--- src/design/gbl_pkg.sv ---
//------------------------------------------------------------------------------
// gbl_pkg
// Shared types and constants for the gap buffer list: word formats, op and
// status codes, controller states and the command that drives the cell row.
//------------------------------------------------------------------------------
`default_nettype none

package gbl_pkg;

   localparam int DEPTH      = 256;
   localparam int ELEM_WIDTH = 32;
   localparam int OP_W       = 2;
   localparam int POS_W      = 9;
   localparam int CNT_W      = 9;
   localparam int STAT_W     = 2;

   // op codes
   localparam logic [OP_W-1:0] OP_READ   = 2'd0;
   localparam logic [OP_W-1:0] OP_WRITE  = 2'd1;
   localparam logic [OP_W-1:0] OP_INSERT = 2'd2;
   localparam logic [OP_W-1:0] OP_DELETE = 2'd3;

   // status codes
   localparam logic [STAT_W-1:0] STAT_OK    = 2'd0;
   localparam logic [STAT_W-1:0] STAT_RANGE = 2'd1;
   localparam logic [STAT_W-1:0] STAT_FULL  = 2'd2;

   typedef struct packed {
      logic [OP_W-1:0]       op;
      logic [POS_W-1:0]      position;
      logic [ELEM_WIDTH-1:0] value;
   } req_word_type;

   typedef struct packed {
      logic [ELEM_WIDTH-1:0] read_value;
      logic [STAT_W-1:0]     status;
      logic [CNT_W-1:0]      count;
   } rsp_word_type;

   typedef enum logic [1:0] {
      STATE_IDLE,
      STATE_SEEK,
      STATE_DONE
   } state_type;

   typedef enum logic [2:0] {
      ACT_NONE,
      ACT_READ,
      ACT_WRITE,
      ACT_INSERT,
      ACT_DELETE
   } act_type;

   typedef enum logic [2:0] {
      CELL_HOLD,
      CELL_ROTATE,
      CELL_SHIFT,
      CELL_LOAD_HEAD,
      CELL_LOAD_TAIL
   } cell_op_type;

   typedef struct packed {
      cell_op_type           op;
      logic [ELEM_WIDTH-1:0] value;
   } cell_cmd_type;

   typedef struct packed {
      logic         load;
      rsp_word_type word;
   } rsp_load_type;

endpackage

`default_nettype wire

--- src/design/gbl_ctrl.sv ---
//------------------------------------------------------------------------------
// gbl_ctrl
// Request sequencer: checks range and fill, rotates the ring until the
// requested element sits at the port, then performs the operation.
//------------------------------------------------------------------------------
`default_nettype none

module gbl_ctrl (
   input  wire logic                          clock,
   input  wire logic                          reset,
   input  wire logic                          req_valid,
   output logic                               req_ready,
   input  wire gbl_pkg::req_word_type         req_word,
   input  wire logic                          rsp_free,
   input  wire logic [gbl_pkg::ELEM_WIDTH-1:0] head,
   output gbl_pkg::cell_cmd_type              cmd,
   output logic      [gbl_pkg::CNT_W-1:0]      count,
   output gbl_pkg::rsp_load_type              rsp_load
);

   localparam logic [gbl_pkg::CNT_W-1:0] FULL_CNT = gbl_pkg::CNT_W'(gbl_pkg::DEPTH);
   localparam logic [gbl_pkg::CNT_W-1:0] ONE      = gbl_pkg::CNT_W'(1);

   gbl_pkg::state_type              state_ff, state_in;
   gbl_pkg::act_type                act_ff, act_in;
   logic [gbl_pkg::STAT_W-1:0]      status_ff, status_in;
   logic [gbl_pkg::POS_W-1:0]       pos_ff, pos_in;
   logic [gbl_pkg::ELEM_WIDTH-1:0]  value_ff, value_in;
   logic [gbl_pkg::CNT_W-1:0]       target_ff, target_in;
   logic [gbl_pkg::CNT_W-1:0]       count_ff, count_in;
   logic [gbl_pkg::CNT_W-1:0]       gap_ff, gap_in;

   always_ff @(posedge clock) begin
      if (reset) begin
         state_ff <= gbl_pkg::STATE_IDLE;
         count_ff <= '0;
         gap_ff   <= '0;
      end else begin
         state_ff <= state_in;
         count_ff <= count_in;
         gap_ff   <= gap_in;
      end
   end

   always_ff @(posedge clock) begin
      act_ff    <= act_in;
      status_ff <= status_in;
      pos_ff    <= pos_in;
      value_ff  <= value_in;
      target_ff <= target_in;
   end

   always_comb begin
      logic [gbl_pkg::CNT_W-1:0] pos_c;
      pos_c     = req_word.position;
      state_in  = state_ff;
      act_in    = act_ff;
      status_in = status_ff;
      pos_in    = pos_ff;
      value_in  = value_ff;
      target_in = target_ff;
      count_in  = count_ff;
      gap_in    = gap_ff;
      req_ready = 1'b0;
      cmd.op    = gbl_pkg::CELL_HOLD;
      cmd.value = value_ff;
      rsp_load.load            = 1'b0;
      rsp_load.word.read_value = '0;
      rsp_load.word.status     = status_ff;
      rsp_load.word.count      = count_ff;

      case (state_ff)
         gbl_pkg::STATE_IDLE: begin
            req_ready = 1'b1;
            if (req_valid) begin
               pos_in    = req_word.position;
               value_in  = req_word.value;
               status_in = gbl_pkg::STAT_OK;
               act_in    = gbl_pkg::ACT_NONE;
               case (req_word.op)
                  gbl_pkg::OP_READ: begin
                     if (pos_c >= count_ff) status_in = gbl_pkg::STAT_RANGE;
                     else                   act_in    = gbl_pkg::ACT_READ;
                  end
                  gbl_pkg::OP_WRITE: begin
                     if (pos_c > count_ff)          status_in = gbl_pkg::STAT_RANGE;
                     else if (pos_c < count_ff)     act_in    = gbl_pkg::ACT_WRITE;
                     else if (count_ff >= FULL_CNT) status_in = gbl_pkg::STAT_FULL;
                     else                           act_in    = gbl_pkg::ACT_INSERT;
                  end
                  gbl_pkg::OP_INSERT: begin
                     if (pos_c > count_ff)          status_in = gbl_pkg::STAT_RANGE;
                     else if (count_ff >= FULL_CNT) status_in = gbl_pkg::STAT_FULL;
                     else                           act_in    = gbl_pkg::ACT_INSERT;
                  end
                  gbl_pkg::OP_DELETE: begin
                     if (pos_c >= count_ff) status_in = gbl_pkg::STAT_RANGE;
                     else                   act_in    = gbl_pkg::ACT_DELETE;
                  end
                  default: status_in = gbl_pkg::STAT_RANGE;
               endcase
               // append lands behind the last element, so seek element 0
               target_in = (pos_c == count_ff) ? '0 : pos_c;
               state_in  = (act_in == gbl_pkg::ACT_NONE) ? gbl_pkg::STATE_DONE
                                                         : gbl_pkg::STATE_SEEK;
            end
         end

         gbl_pkg::STATE_SEEK: begin
            if (gap_ff == target_ff) begin
               state_in = gbl_pkg::STATE_DONE;
            end else begin
               cmd.op = gbl_pkg::CELL_ROTATE;
               gap_in = (gap_ff == count_ff - ONE) ? '0 : gap_ff + ONE;
            end
         end

         gbl_pkg::STATE_DONE: begin
            if (rsp_free) begin
               rsp_load.load = 1'b1;
               state_in      = gbl_pkg::STATE_IDLE;
               case (act_ff)
                  gbl_pkg::ACT_NONE: begin
                     count_in = count_ff;
                  end
                  gbl_pkg::ACT_READ: begin
                     rsp_load.word.read_value = head;
                  end
                  gbl_pkg::ACT_WRITE: begin
                     cmd.op = gbl_pkg::CELL_LOAD_HEAD;
                  end
                  gbl_pkg::ACT_INSERT: begin
                     cmd.op   = gbl_pkg::CELL_LOAD_TAIL;
                     count_in = count_ff + ONE;
                     gap_in   = (pos_ff == count_ff) ? '0 : pos_ff + ONE;
                  end
                  gbl_pkg::ACT_DELETE: begin
                     rsp_load.word.read_value = head;
                     cmd.op   = gbl_pkg::CELL_SHIFT;
                     count_in = count_ff - ONE;
                     gap_in   = (pos_ff == count_ff - ONE) ? '0 : pos_ff;
                  end
                  default: begin
                     count_in = count_ff;
                  end
               endcase
               rsp_load.word.count = count_in;
            end
         end

         default: begin
            state_in = gbl_pkg::STATE_IDLE;
         end
      endcase
   end

   assign count = count_ff;

endmodule

`default_nettype wire
--- config.mk ---
export PLATFORM = sky130hd
export DESIGN_NAME = gbl_ctrl
export DESIGN_NICKNAME = d
export VERILOG_FILES = /design/src/design/gbl_pkg.sv /design/src/design/gbl_ctrl.sv
export SDC_FILE = /design/constraint.sdc
export NUM_CORES = 1
export LEC_CHECK = 0
export ABC_AREA = 0
export ABC_CLOCK_PERIOD_IN_PS = 5880
export BUFFER_PORTS_ARGS = -buffer_cell sky130_fd_sc_hd__buf_4
export CAP_MARGIN = 20
export CORE_UTILIZATION = 45
export DETAILED_ROUTE_END_ITERATION = 8
export PLACE_DENSITY = 0.74
export SETUP_SLACK_MARGIN = 0.1
export SLEW_MARGIN = 20
export SYNTH_ARGS = -nofsm -noshare
export SYNTH_HDL_FRONTEND = slang
export SYNTH_SLANG_ARGS = --single-unit
--- constraint.sdc ---
create_clock -name clock -period 5.88 [get_ports clock]
set_clock_uncertainty 0.2 [all_clocks]
set_input_delay 0.882 -clock clock [delete_from_list [all_inputs] [get_ports clock]]
set_output_delay 0.882 -clock clock [all_outputs]
set_load 0.1 [all_outputs]
==> results of run 1 <==
sequential cells by signal, summed over array words and instances (netlist names):
name,cells
act_ff,3
target_ff,9
status_ff,2
count,9
value_ff,32
gap_ff,9
pos_ff,9
state_ff,2
final cells by class:
cell class | instances | share of cell area
Multi-Input combinational cell | 342 | 0.384
Sequential cell | 75 | 0.332
Timing Repair Buffer | 169 | 0.205
Tap cell | 133 | 0.0269
Clock buffer | 9 | 0.0200
Clock inverter | 7 | 0.0198
Inverter | 21 | 0.0127
through the flow:
stage          std cells  utilization  power (uW)  hold WS [ps]  area, sq um
5_1_grt              756        0.627        1680           345         6180
3_3_place_gp         740        0.601        1120           282         5930
3_5_place_dp         740        0.601        1130           295         5930
4_1_cts              756        0.626        1620           309         6180
2_1_floorplan        465            -        1000           267         4610
6_report             756        0.627        1620           316         6180
cells in the final DEF, fill, tap and decap left out, types with 16 or more instances in the layout:
| master | count |
|---|---|
| o21ai_0 | 19 |
| xor2_1 | 16 |
| inv_1 | 21 |
| nand3_1 | 19 |
| ha_1 | 21 |
| nor2_1 | 23 |
| xnor2_1 | 29 |
| nand2_1 | 29 |
| edfxtp_1 | 55 |
| and2_1 | 50 |
| dfxtp_1 | 20 |
| buf_4 | 169 |
cells by family after synthesis:
group / Yosys count / share of synthesized area
and+or+nand+nor: 180 / 0.219
muxes: 2 / 0.00434
buffers and inverters: 48 / 0.0434
AOI/OAI and AO/OA: 94 / 0.146
xor gates and xnor gates: 45 / 0.0855
adders and majority gates: 21 / 0.0570
DFF: 75 / 0.445
worst max-delay path by stage:
stage | to | slack [ps] | cells past startpoint
6_report | rsp_load[32] | 2000 | 6
5_1_grt | rsp_load[41] | 1740 | 6
4_1_cts | rsp_load[42] | 1710 | 6
3_5_place_dp | rsp_load[42] | 2090 | 5
3_3_place_gp | rsp_load[12] | 2200 | 5
2_1_floorplan | rsp_load[1] | 680 | 4
worst max-delay path: cells and delay by family (launching register included):
family	cells	cell delay [ps]
buffers and inverters	2	380
DFF	1	330
and+or+nand+nor	3	1270
adders and majority gates	1	470
per-layer routing:
layer  wire (um)  vias up  part of all wire  global-route usage
li1            -     1980                 -                   -
met1        5090     1973              0.39               0.303
met2        6850      181              0.52               0.453
met3         798       29             0.061              0.0524
met4         354        0             0.027               0.107
met5           0        -                 0                   0
report_power, final:
part           switching [uW]  total (uW)  internal (uW)
combinational             339         471            132
sequential               36.9         653            616
clock                     212         498            286
total                     588        1620           1030
==> impl_metrics.env, run 1 <==
export IMPL_cp_slowest_stage_delay_ps=710
export IMPL_drv_slew=0
export IMPL_setup_viol_count_final=0
export IMPL_ys_seq_area_frac=0.445
export IMPL_yosys_area_top_type="edfxtp_1"
export IMPL_synthTopCellsByCount="55 x edfxtp_1, 51 x and2_1, 29 x nand2_1, 29 x xnor2_1, 23 x nor2_1"
export IMPL_wl_per_cell_um=17.3
export IMPL_min_period_ps=3880
export IMPL_worstPathMaxFanout=32
export IMPL_clk_latency_ps=350
export IMPL_fmax_ghz=0.258
export IMPL_grt_pass1_wl_um=20100
export IMPL_synth_area_leaders="edfxtp_1 36%, dfxtp_1 8.7%, and2_1 6.9%"
export IMPL_crit_arrival_ps=2800
export IMPL_place_gp_congestion=0.970
export IMPL_multi_input_area_sq_um=2370
export IMPL_synthesis_area_sq_um=4610
export IMPL_cts_sinks=75
export IMPL_holdBufCountCts=0
export IMPL_grt_max_degree=57
export IMPL_cts_clk_slew_worst_paths_ps=80
export IMPL_nFillCells=788
export IMPL_finalSetupTns_ps=0
export IMPL_postRouteAntennaNets=0
export IMPL_ioPinCount=168
export IMPL_grt_pass1_vias=4094
export IMPL_cts_max_level=3
export IMPL_start_kind="flop"
export IMPL_ir_drop_v=0.000148
export IMPL_post_cts_buffers=0
export IMPL_setup_slack_ps=2000
export IMPL_fin_crit_sh=0.660
export IMPL_rows=36
export IMPL_clockBufferDepth=2
export IMPL_drive_gt1_frac=0.323
export IMPL_yosys_warnings=0
export IMPL_rr_worst_depth=9
export IMPL_critical_path_class="flop to output pin"
export IMPL_vias_per_cell=5.51
export IMPL_hp_class="flop to flop"
export IMPL_dr_pass1_iters=5
export IMPL_hold_viol_final=0
export IMPL_antenna_found_initial=0
export IMPL_grt_overflow=0
export IMPL_route_detailed_drc=0
export IMPL_via_count=4163
export IMPL_maxCapViolations=0
export IMPL_synth_cell_type_count=62
export IMPL_outcome="complete, no violations"
export IMPL_yosysMostFrequentCell="edfxtp_1"
export IMPL_dp_slack_ps=2090
export IMPL_synthesis_nets=565
export IMPL_crit_start="state_ff[0]"
export IMPL_r2r_end="gap_ff[7]"
export IMPL_cp_slowest_cell="nor3_4"
export IMPL_synthFlopType="edfxtp_1"
export IMPL_power_leakage_uw=0.00257
export IMPL_rsz0062_at_grt="false"
export IMPL_synth_area_per_cell_sq_um=9.92
export IMPL_worst_pin_slew_ps=756
export IMPL_core_area_sq_um=9860
export IMPL_cts_tree="done"
export IMPL_io_buffers=167
export IMPL_die_area_sq_um=10700
export IMPL_ctsResizeCount=0
export IMPL_power_density_nw_per_um2=262
export IMPL_hold_depth=2
export IMPL_nets=718
export IMPL_holdCritStartpoint="state_ff[0]"
export IMPL_die_y_um=103
export IMPL_r2r_start="count[0]"
export IMPL_area_growth_pct=34.1
export IMPL_antenna_cells=0
export IMPL_root_buffer="clkbuf_8"
export IMPL_wirelength_um=13100
export IMPL_synth_edf_count=55
export IMPL_hpwl_um=9960
export IMPL_maxSlewHeadroom=0.495
export IMPL_async_flop_share=0
export IMPL_grtUsageTotal=0.256
export IMPL_crit_path_cell_trace="inv_1, ha_1, nand2_1, nor3_4, and2_1, buf_4"
export IMPL_synth_top_area_frac=0.358
export IMPL_cp_end_kind="output pin"
export IMPL_required_ps=4800
export IMPL_netlist_instances=465
export IMPL_die_width_um=103
export IMPL_synth_seq_cells=75
export IMPL_min_to="state_ff[0]"
export IMPL_first_iter_violations=360
export IMPL_reg2reg_slack_ps=2650
export IMPL_ff_latch_area_sq_um=2050
export IMPL_initial_core_util=0.468
export IMPL_numCtsBuffers=9
(Power assumes the default switching activity.)
==> inputs of run 2 (changes only) <==
Settings changed: ABC_AREA 0 to 1, ABC_CLOCK_PERIOD_IN_PS 5880 to 3900, PLACE_DENSITY 0.74 to 0.73.
Clock period 5.88 ns to 3.9 ns, I/O delays scaled along.
==> impl_metrics.env, run 2 <==
export IMPL_synthesis_area_sq_um=5000
export IMPL_synthTopCellsByCount="177 x nand2_1, 98 x nor2_1, 81 x inv_1, 69 x nand3_1, 55 x edfxtp_1"
export IMPL_worst_pin_slew_ps=895
export IMPL_initial_core_util=0.461
export IMPL_worstSetupPathDepth=7
export IMPL_power_density_nw_per_um2=452
export IMPL_cp_slowest_stage_delay_ps=680
export IMPL_outcome="complete, no violations"
export IMPL_yosysMostFrequentCell="nand2_1"
export IMPL_post_cts_buffers=0
export IMPL_cts_clk_slew_worst_paths_ps=80
export IMPL_grt_pass1_vias=4630
export IMPL_rsz0062_at_grt="false"
export IMPL_finalSetupTns_ps=0
export IMPL_critical_path_top_delay_family="buffers and inverters"
export IMPL_synthesis_nets=766
export IMPL_die_width_um=107
export IMPL_worstPathMaxFanout=33
export IMPL_drv_slew=0
export IMPL_wirelength_um=14700
export IMPL_first_iter_violations=265
export IMPL_grt_max_degree=56
export IMPL_antenna_found_initial=0
export IMPL_synth_top_area_frac=0.330
export IMPL_r2r_end="state_ff[0]"
export IMPL_crit_arrival_ps=2590
export IMPL_maxCapViolations=0
export IMPL_core_area_sq_um=10800
export IMPL_final_cells=971
export IMPL_holdBufCountCts=0
export IMPL_required_ps=3120
export IMPL_critical_path_class="flop to output pin"
export IMPL_hp_class="input port to flop"
export IMPL_io_buffers=167
export IMPL_netlist_instances=666
export IMPL_dr_pass1_iters=5
export IMPL_rows=38
export IMPL_final_common_cell="nand2_1"
export IMPL_regMostFlops="value_ff"
export IMPL_postRouteAntennaNets=0
export IMPL_root_buffer="clkbuf_8"
export IMPL_ctsResizeCount=0
export IMPL_grt_pass1_wl_um=22700
export IMPL_grt_overflow=0
export IMPL_hpwl_um=11500
export IMPL_area_growth_pct=31.1
export IMPL_mostFrequentLayoutCells="177 x nand2_1, 171 x buf_4, 89 x nor2_1, 80 x inv_1, 69 x nand3_1"
export IMPL_largest_reg_flops=32
export IMPL_busiest_layer="met2"
export IMPL_grt_use_met3=0.0666
export IMPL_cp_slowest_cell="inv_1"
export IMPL_ir_drop_v=0.000454
export IMPL_ys_seq_area_frac=0.411
export IMPL_start_kind="flop"
export IMPL_r2r_start="count[2]"
export IMPL_synth_area_leaders="edfxtp_1 33%, nand2_1 13%, dfxtp_1 8.0%"
export IMPL_rr_worst_depth=13
export IMPL_yosys_warnings=0
export IMPL_antenna_cells=0
export IMPL_fmax_ghz=0.296
export IMPL_die_y_um=107
export IMPL_synth_cell_type_count=41
export IMPL_setup_viol_count_final=0
export IMPL_drive_gt1_frac=0.271
export IMPL_async_flop_share=0
export IMPL_reg2reg_slack_ps=1070
export IMPL_place_gp_congestion=1.03
export IMPL_cts_max_level=3
export IMPL_cp_endpoint="rsp_load[24]"
export IMPL_synth_area_per_cell_sq_um=7.51
export IMPL_ioPinCount=168
export IMPL_crit_path_cell_trace="inv_1, ha_1, nand2_1, inv_1, nand2_1, nor2_1, buf_4"
export IMPL_clk_latency_ps=360
export IMPL_wl_per_cell_um=15.1
export IMPL_numCtsBuffers=9
export IMPL_grt_util_met2=0.425
export IMPL_grtUsageTotal=0.259
export IMPL_clockBufferDepth=2
export IMPL_maxSlewHeadroom=0.403
export IMPL_min_period_ps=3380
export IMPL_synth_seq_cells=75
export IMPL_synthFlopType="edfxtp_1"
export IMPL_synth_edf_count=55
export IMPL_cp_end_kind="output pin"
export IMPL_yosys_area_top_type="edfxtp_1"
export IMPL_met1_usage=0.323
export IMPL_placed_cells_incl_taps=955
export IMPL_finalPower_uw=2960
export IMPL_die_area_sq_um=11500
export IMPL_crit_start="state_ff[0]"
export IMPL_cts_tree="done"
export IMPL_via_count=4972
export IMPL_power_leakage_uw=0.00315
export IMPL_fin_crit_sh=0.866
export IMPL_crit_buf_inv=3
export IMPL_nets=926
export IMPL_hold_slack_ps=195
export IMPL_cts_sinks=75
export IMPL_route_detailed_drc=0
export IMPL_vias_per_cell=5.12
export IMPL_hold_viol_final=0
run 2: cell types whose count changed after synthesis, sizes merged, moves of 14 or more:
cell and delta:
clkbuf -14, and2 -49, nand3 +51, xnor2 -21, nor2 +85, inv +64
nand2 +154
run 2: cell families (layout without fill, tap and decap cells):
kind of cell,Yosys count,in the layout,synth area share
compound gates,49,49,0.0546
xor+xnor,23,23,0.0403
fa+ha+maj,21,21,0.0526
buf+inv,108,273,0.0934
flops,75,75,0.411
simple gates,390,390,0.349
run 2: worst min-delay path by stage:
| stage | from | endpoint | slack, ps | cells past startpoint |
|---|---|---|---|---|
| 4_1_cts | req_word[5] | value_ff[5] | 180 | 1 |
| 3_5_place_dp | state_ff[0] | state_ff[0] | 290 | 2 |
| 6_report | req_word[5] | value_ff[5] | 200 | 1 |
| 2_1_floorplan | state_ff[0] | state_ff[0] | 260 | 2 |
| 5_1_grt | req_word[22] | value_ff[22] | 180 | 1 |
| 3_3_place_gp | state_ff[0] | state_ff[0] | 280 | 2 |
run 2: final cells by class:
type                       instances  area (sq um)
tap                              140           175
multi-input combinational        483          2520
clock buffer                      10           128
inverter                          86           324
timing repair buffer             171          1280
fill                             992          4290
sequential                        75          2050
clock inverter                     6          71.3
run 2: per-stage QoR:
step           utilization  setup WS (ps)  area (sq um)
3_3_place_gp         0.586            988          6350
4_1_cts              0.605            498          6550
5_1_grt              0.605            191          6560
6_report             0.605            521          6560
2_1_floorplan            -           91.5          5040
3_5_place_dp         0.586            910          6350
run 2: report_power, final:
| part | internal, uW | switching (uW) |
|---|---|---|
| Sequential | 974 | 85.3 |
| Combinational | 323 | 961 |
| Clock | 302 | 315 |
| Total | 1600 | 1360 |
run 2: worst register-to-register path: cells and delay by family (launching register included):
family                     cells  cell delay, ps
AOI/OAI and AO/OA              2             250
and+or+nand+nor                9             900
buffers and inverters          1             260
adders and majority gates      1             400
DFF                            1             700
run 2: routing by layer:
layer  wire length (um)  share of wire
met5                  0              0
met4                473          0.032
met3               1060          0.072
met2               7020           0.48
met1               6140           0.42
==> inputs of run 3 (changes only) <==
Settings changed: ABC_AREA 1 to not set, PLACE_DENSITY 0.73 to 0.74.
==> impl_metrics.env, run 3 (synthesized netlist as in run 1, its figures left out) <==
export IMPL_grtUsageTotal=0.252
export IMPL_cts_clk_slew_worst_paths_ps=80
export IMPL_ctsResizeCount=0
export IMPL_antenna_found_initial=0
export IMPL_maxSlewHeadroom=0.543
export IMPL_maxCapViolations=0
export IMPL_cts_max_level=3
export IMPL_nFillCells=810
export IMPL_required_ps=3120
export IMPL_initial_core_util=0.468
export IMPL_wirelength_um=12800
export IMPL_finalSetupTns_ps=0
export IMPL_hold_slack_ps=188
export IMPL_cts_tree="done"
export IMPL_cts_sinks=75
export IMPL_critical_path_class="flop to output pin"
export IMPL_root_buffer="clkbuf_8"
export IMPL_place_gp_congestion=0.959
export IMPL_first_iter_violations=303
export IMPL_hold_viol_final=0
export IMPL_met3WireLength_um=1020
export IMPL_clk_latency_ps=360
export IMPL_outcome="complete, no violations"
export IMPL_grt_max_degree=43
export IMPL_power_leakage_uw=0.00259
export IMPL_route_detailed_drc=0
export IMPL_antenna_cells=0
export IMPL_fmax_ghz=0.282
export IMPL_dr_pass1_iters=6
export IMPL_post_dp_cell_area_sq_um=6010
export IMPL_io_buffers=167
export IMPL_grt_overflow=0
export IMPL_grt_pass1_wl_um=19800
export IMPL_holdCritStartpoint="req_word[11]"
export IMPL_area_growth_pct=34.4
export IMPL_regMostFlops="value_ff"
export IMPL_r2r_end="gap_ff[7]"
export IMPL_rows=36
export IMPL_rsz0062_at_grt="false"
export IMPL_final_common_cell="buf_4"
export IMPL_post_cts_buffers=0
export IMPL_worstPathMaxFanout=12
export IMPL_design_area_sq_um=6200
export IMPL_drv_slew=0
export IMPL_dp_slack_ps=805
export IMPL_start_kind="flop"
export IMPL_die_width_um=103
export IMPL_wl_met2_um=6610
export IMPL_fin_crit_sh=0.908
export IMPL_die_y_um=103
export IMPL_drt_met1_wl_um=4880
export IMPL_grt_pass1_vias=3935
export IMPL_r2r_start="count[0]"
export IMPL_setup_slack_ps=358
export IMPL_final_cells=759
export IMPL_crit_start="state_ff[0]"
export IMPL_via_count=4157
export IMPL_ir_drop_v=0.000222
export IMPL_min_to="value_ff[11]"
export IMPL_worst_pin_slew_ps=680
export IMPL_reg2reg_slack_ps=830
export IMPL_power_density_nw_per_um2=373
export IMPL_ioPinCount=168
export IMPL_holdBufCountCts=0
export IMPL_placed_cells_incl_taps=743
export IMPL_vias_per_cell=5.48
export IMPL_top_layer="met4"
export IMPL_largest_reg_flops=32
export IMPL_drive_gt1_frac=0.335
export IMPL_hold_depth=1
export IMPL_rr_worst_depth=9
export IMPL_nets=721
export IMPL_hpwl_um=9910
export IMPL_min_period_ps=3540
export IMPL_clockBufferDepth=2
export IMPL_core_area_sq_um=9860
export IMPL_crit_arrival_ps=2760
export IMPL_wl_per_cell_um=16.9
export IMPL_mostFrequentLayoutCells="172 x buf_4, 55 x edfxtp_1, 50 x and2_1, 29 x nand2_1, 26 x xnor2_1"
export IMPL_postRouteAntennaNets=0
export IMPL_cp_end_kind="output pin"
export IMPL_setup_viol_count_final=0
export IMPL_die_area_sq_um=10700
export IMPL_numCtsBuffers=9
export IMPL_hp_class="input port to flop"
[run 3: changes by cell type in the layout (fill, tap and decap cells not counted), sizes merged, moves of 7 or more]
cell and change:
nand2 -154, nor2 -85, inv -65, nand3 -51, and2 +49, xnor2 +21
nor3 +10, o22ai +10, nand4 -9, or3 +7
[run 3: worst max path at each step]
stage	endpoint	slack, ps	cells after the start
after global routing	rsp_load[8]	210	7
after detailed placement	rsp_load[8]	810	7
after floorplan	rsp_load[1]	-140	4
after CTS	rsp_load[8]	400	7
final	rsp_load[8]	360	7
after global placement	rsp_load[8]	880	7
[run 3: area by class of cell]
class,instances,area [sq um],share of cell area
clock buffers,10,128,0.0206
clock inverters,6,66.3,0.0107
inverters,21,78.8,0.0127
multi-input cells,342,2420,0.390
flip-flops and latches,75,2050,0.331
well taps,133,166,0.0268
repair buffers,172,1290,0.208
[run 3: worst max-delay path, cell delays in order (launching register included)]
cell and delay [ps]:
dfxtp_1 340, inv_1 90, ha_1 510, nand2_1 340, a21oi_4 340, nand3_1 260
xnor2_4 200, buf_4 310
[run 3: power by group]
part	switching [uW]	total, uW	internal, uW
clock	313	611	298
combinational	515	718	203
sequential	50.9	980	929
total	880	2310	1430
[run 3: metal layers]
layer,track usage,up-vias
met1,0.302,1942
met2,0.429,197
li1,-,1991
met4,0.120,0
met5,0,-
met3,0.0571,27
[run 3: per-stage QoR]
stage / utilization / power (uW)
4_1_cts: 0.628 / 2320
3_3_place_gp: 0.609 / 1700
6_report: 0.628 / 2310
2_1_floorplan: - / 1520
5_1_grt: 0.628 / 2390
3_5_place_dp: 0.609 / 1710
